`config.mk`:
```
export PLATFORM = sky130hd
export DESIGN_NAME = clce_ctrl
export DESIGN_NICKNAME = d
export VERILOG_FILES = /design/src/rtl/circular_list_cursor_engine_defines.svh /design/src/rtl/clce_pkg.sv /design/src/rtl/clce_ctrl.sv
export SDC_FILE = /design/constraint.sdc
export NUM_CORES = 1
export LEC_CHECK = 0
export ABC_AREA = 0
export BUFFER_PORTS_ARGS = -buffer_cell sky130_fd_sc_hd__clkbuf_2
export CORE_AREA = 3 3 40 42
export CTS_BUF_LIST = sky130_fd_sc_hd__clkbuf_4
export CTS_CLUSTER_SIZE = 24
export DETAILED_ROUTE_END_ITERATION = 8
export DIE_AREA = 0 0 43 45
export PLACE_DENSITY = 0.35
export SLEW_MARGIN = 20
export SYNTH_ARGS = -nofsm -noshare
export SYNTH_HDL_FRONTEND = slang
export SYNTH_SLANG_ARGS = --single-unit
```
`constraint.sdc`:
```
create_clock -name aclk -period 1.2 [get_ports aclk]
set_input_delay 0.06 -clock aclk [delete_from_list [all_inputs] [get_ports aclk]]
set_output_delay 0.06 -clock aclk [all_outputs]
set_load 0.1 [all_outputs]
```
`src/rtl/circular_list_cursor_engine_defines.svh`:
```
// ---------------------------------------------------------------------------
// circular list cursor engine assertion macros
// shared shorthands for the clocked checks, sampled on aclk, off in reset
// ---------------------------------------------------------------------------
`ifndef CIRCULAR_LIST_CURSOR_ENGINE_DEFINES_SVH
`define CIRCULAR_LIST_CURSOR_ENGINE_DEFINES_SVH

// plain clocked property
`define CLCE_ASSERT(name, prop, msg) \
    name: assert property (@(posedge aclk) disable iff (!aresetn) (prop)) \
        else $error(msg);

// same-cycle implication
`define CLCE_ASSERT_IMPL(name, ante, cons, msg) \
    name: assert property (@(posedge aclk) disable iff (!aresetn) (ante) |-> (cons)) \
        else $error(msg);

`endif

```
`src/rtl/clce_pkg.sv`:
```
// ---------------------------------------------------------------------------
// clce_pkg
// shared constants, types and helpers of the circular list cursor engine
// ---------------------------------------------------------------------------
package clce_pkg;

    localparam int POOL_DEPTH  = 256;
    localparam int PTR_W       = $clog2(POOL_DEPTH);
    localparam int CNT_W       = $clog2(POOL_DEPTH + 1);
    localparam int VALUE_WIDTH = 32;

    // fixed field widths of the stream words
    localparam int MODE_W    = 3;
    localparam int DATA_W    = 32;
    localparam int COUNT_W   = 9;
    localparam int S_TDATA_W = 40;
    localparam int M_TDATA_W = 48;
    localparam int M_PAD_W   = M_TDATA_W - 1 - DATA_W - COUNT_W;

    typedef enum logic [MODE_W-1:0] {
        OP_INS_HEAD  = 3'd0,
        OP_INS_TAIL  = 3'd1,
        OP_CUR_FIRST = 3'd2,
        OP_CUR_NEXT  = 3'd3,
        OP_DELETE    = 3'd4
    } op_t;

    typedef enum logic [1:0] {
        ST_IDLE,
        ST_READ,
        ST_EXEC,
        ST_FINISH
    } state_t;

    // controller to datapath
    typedef struct packed {
        logic capture;
        logic rd;
        logic ex;
        logic fin;
    } ctl_cmd_t;

    // datapath to controller
    typedef struct packed {
        logic out_free;
    } dp_status_t;

    // sign-adjust input data into node value width
    function automatic logic [VALUE_WIDTH-1:0] to_value(input logic [DATA_W-1:0] d);
        logic [63:0] w;
        w = 64'($signed(d));
        return w[VALUE_WIDTH-1:0];
    endfunction

    // sign-adjust node value into output data width
    function automatic logic [DATA_W-1:0] from_value(input logic [VALUE_WIDTH-1:0] v);
        logic [63:0] w;
        w = 64'($signed(v));
        return w[DATA_W-1:0];
    endfunction

endpackage

```
`src/rtl/clce_ctrl.sv`:
```
// ---------------------------------------------------------------------------
// clce_ctrl
// sequencer: accept, read, execute, finish for every operation
// ---------------------------------------------------------------------------
module clce_ctrl (
    input  logic                  aclk,
    input  logic                  aresetn,
    input  logic                  s_tvalid,
    output logic                  s_tready,
    input  clce_pkg::dp_status_t  status,
    output clce_pkg::ctl_cmd_t    cmd
);

    import clce_pkg::*;

    state_t state_reg;
    state_t state_next;

    always_ff @(posedge aclk) begin
        if (!aresetn) begin
            state_reg <= ST_IDLE;
        end else begin
            state_reg <= state_next;
        end
    end

    always_comb begin
        state_next = state_reg;
        s_tready   = 1'b0;
        cmd        = '0;
        case (state_reg)
            ST_IDLE: begin
                s_tready = 1'b1;
                if (s_tvalid) begin
                    cmd.capture = 1'b1;
                    state_next  = ST_READ;
                end
            end
            ST_READ: begin
                cmd.rd     = 1'b1;
                state_next = ST_EXEC;
            end
            ST_EXEC: begin
                cmd.ex     = 1'b1;
                state_next = ST_FINISH;
            end
            ST_FINISH: begin
                // hold here while the previous result word is still unread
                if (status.out_free) begin
                    cmd.fin    = 1'b1;
                    state_next = ST_IDLE;
                end
            end
            default: begin
                state_next = ST_IDLE;
            end
        endcase
    end

endmodule

```
* Word level (Yosys, flattened, before mapping)
Index checks and enable logic that the tools add are counted.
Widths: inputs -> output; s select.
** Word-level totals
- Word-level logic and storage cells :: 18
- Flip-flop bits (word level) :: 2
- Output and inout bits :: 5
** Operators by class
- Multiplexer cells :: 10
- Equal/unequal tests :: 5
- Reduce and logical (&&, ||, !) cells :: 2
** Operators with widths (count)
- $pmux 2 s4 :: 1
- $mux 1 :: 7
- $eq 2x2->1 const B :: 2
- $mux 2 :: 2
- $ne 2x2->1 const B :: 2
- $eq 2x1->1 const B :: 1
- $logic_not 2->1 :: 1
- $reduce_and 2->1 :: 1

* Longest topological paths before layout
- Word-level depth :: 3
- Depth in mapped cells :: 4

* Worst setup path before layout
No wires, ideal clock.
- Path type :: reg-to-output
- From :: register state_reg[0]
- To :: output port cmd[3] (netlist bit)
- Required time :: 1140 ps
- Buffers on the path :: 0
- Setup slack :: -969 ps
- Data arrival time :: 2109 ps
- Stages on the path, launching flop included :: 4
- Path through :: dfxtp_1 > inv_1 > ha_1 > and2_1
** RTL lines
- start, declared :: line clce_ctrl.sv:16 : state_t state_reg;
- start signal, assigned :: line clce_ctrl.sv:23 : state_reg <= state_next;
- end, declared :: line clce_ctrl.sv:11 : output clce_pkg::ctl_cmd_t cmd

==> results.toml <==
[status]
status = "completed"

[grt]
first_global_vias = 204
grt_usage_pct = 5.736
grt_antenna_before_repair = 0
grt_max_degree = 5
grt_pass1_wl_um = 752
grt_overflow = 0

[layout]
n_fill_cell = 140
largest_reg_flops = 2
drive_gt1_share_pct = 80.65
n_antenna_cell = 0
syn_to_final_growth_pct = 129.2
nets = 41
final_common_cell = "buf_12"
mostFrequentLayoutCells = "buf_12, clkbuf_4, clkbuf_2"
finalNonFillerCells = 46

[clocking]
ctsHoldBuffers = 0
root_buffer = "clkbuf_4"
clkTransAtPathRegs_ps = 30
cts_sinks = 2
insertion_delay_ps = 220
tritoncts = "yes"
cts.path.max_buffers = 2
htreeDepth = 1
cts_inserted_buffers = 3

[worst_setup_path]
slowest_stage = "dfxtp_4"
crit_fanout = 4
max_stage_delay_ps = 350
crit_family = "flip-flops"
worstPathArrival_ps = 1100
cp.required_ps = 1140
crit_type = "register to output port"
cp_num_buf_inv = 1
critPathLaunchType = "register"
critPathCaptureType = "output port"
cp_cell_sequence = "ha_2 > and2_2 > buf_12"

[sta]
setup_viol = 0
hold_viol_final = 0
max_clock_freq_ghz = 0.8603
grt_setup_unrepaired = "false"
holdWs_ps = 101.1
fin_crit_sh_pct = 96.87
tightest_slew_ps = 114.0
fin_tns_setup_ps = 0
skew_ps = 0.2394
drv_slew = 0
relSlewSlack_pct = 92.18
period_minus_slack_ps = 1162

[placement]
dp_hpwl_um = 346.2
place_congestion = 0.6315
placed_cells = 41
portBuffers = 8

[synth]
ys_warn_count = 0
synth_nets = 26
ys_types = 11
synthTopCellsByArea = "ha_1, dfxtp_1, nor2b_4"
ys_seq_area_share_pct = 23.36
post_synth_inst_count = 18
syn_area_um2 = 171.4
synth_top_area_cell = "ha_1"
yosysTopAreaCellShare_pct = 29.20
syn_avg_cell_area_um2 = 9.523
synth-seq-cells = 2

[drt]
wire_per_inst_um = 8.978
post_drt_via_cell_ratio = 3.630
antenna_left = 0
first_pass_iters = 4
vias = 167
drt_iter0_markers = 2
routed_wl_um = 413
drc = 0

[die]
io_pins = 9
core_region_area_mm2 = 0.001285
std_cell_rows = 13
die_x_um = 43
die_h_um = 45
start_util_pct = 13.34
dieArea_mm2 = 0.001935

[flow_run]
maxCapViolCount = 0

[min_path]
hold_path.class = "input pin to register"
==> logic make-up after synthesis <==
family | count (synthesis) | synth area share [%]
AND/OR/NAND/NOR | 5 | 20.44
adder cells (fa/ha/maj) | 4 | 29.20
AO/OA/AOI/OAI | 3 | 14.60
buffers and inverters | 3 | 6.569
flip-flops | 2 | 23.36
multiplexers | 1 | 5.840
==> cell usage after synthesis <==
master / number
o31a_1: 1
and2_1: 1
ha_1: 4
a21oi_2: 1
and2_2: 1
nand2_1: 2
inv_1: 3
nor2b_4: 1
dfxtp_1: 2
mux2i_1: 1
o21a_1: 1
==> what timing repair did <==
action                     CTS  global route
resized for setup            1             5
pin swaps                    1             0
setup endpoints to repair    1             5
setup buffers                2             0
gates cloned                 0             0
==> final timing paths <==
check / endpoint / startpoint / depth (start not counted) / slack [ps]
setup / recovery: cmd[0] / state_reg[0] / 3 / 40
hold / removal: state_reg[1] / aresetn / 3 / 100
setup reg to reg: state_reg[0] / state_reg[0] / 4 / 40
hold reg to reg: state_reg[1] / state_reg[1] / 2 / 510
==> tightest hold or removal path, delay by kind of cell <==
kind | cells | cell delay [ps]
multiplexers | 1 | 50
AND/OR/NAND/NOR | 1 | 60
buffers and inverters | 1 | 100
==> cell type report <==
class	instances	area (um2)	area share, %
multi-input combinational	13	160.2	40.76
inverter	3	13.76	3.503
clock buffer	3	22.52	5.732
tap	15	18.77	4.777
sequential	2	47.55	12.10
timing repair buffer	10	130.1	33.12
==> layer usage <==
metal / wire (um) / vias to the layer above / track usage [%]
li1: - / 84 / -
met5: 0 / - / 0
met1: 139 / 78 / 4.796
met4: 0 / 0 / 9.036
met3: 29 / 0 / 1.195
met2: 244 / 5 / 9.281
==> stage by stage <==
step                instance area [um2]  setup slack, ps  util [%]
floorplan                         203.9           -49.97         -
global placement                  337.8            49.96     26.29
detailed placement                337.8            42.70     26.29
CTS                               375.4            6.076     29.21
global route                      392.9            4.944     30.57
finish                            392.9            37.61     30.57
Power is left out: the tool's default activity adds up to more than one toggle a clock period on the data nets, which glitch-free logic cannot reach.
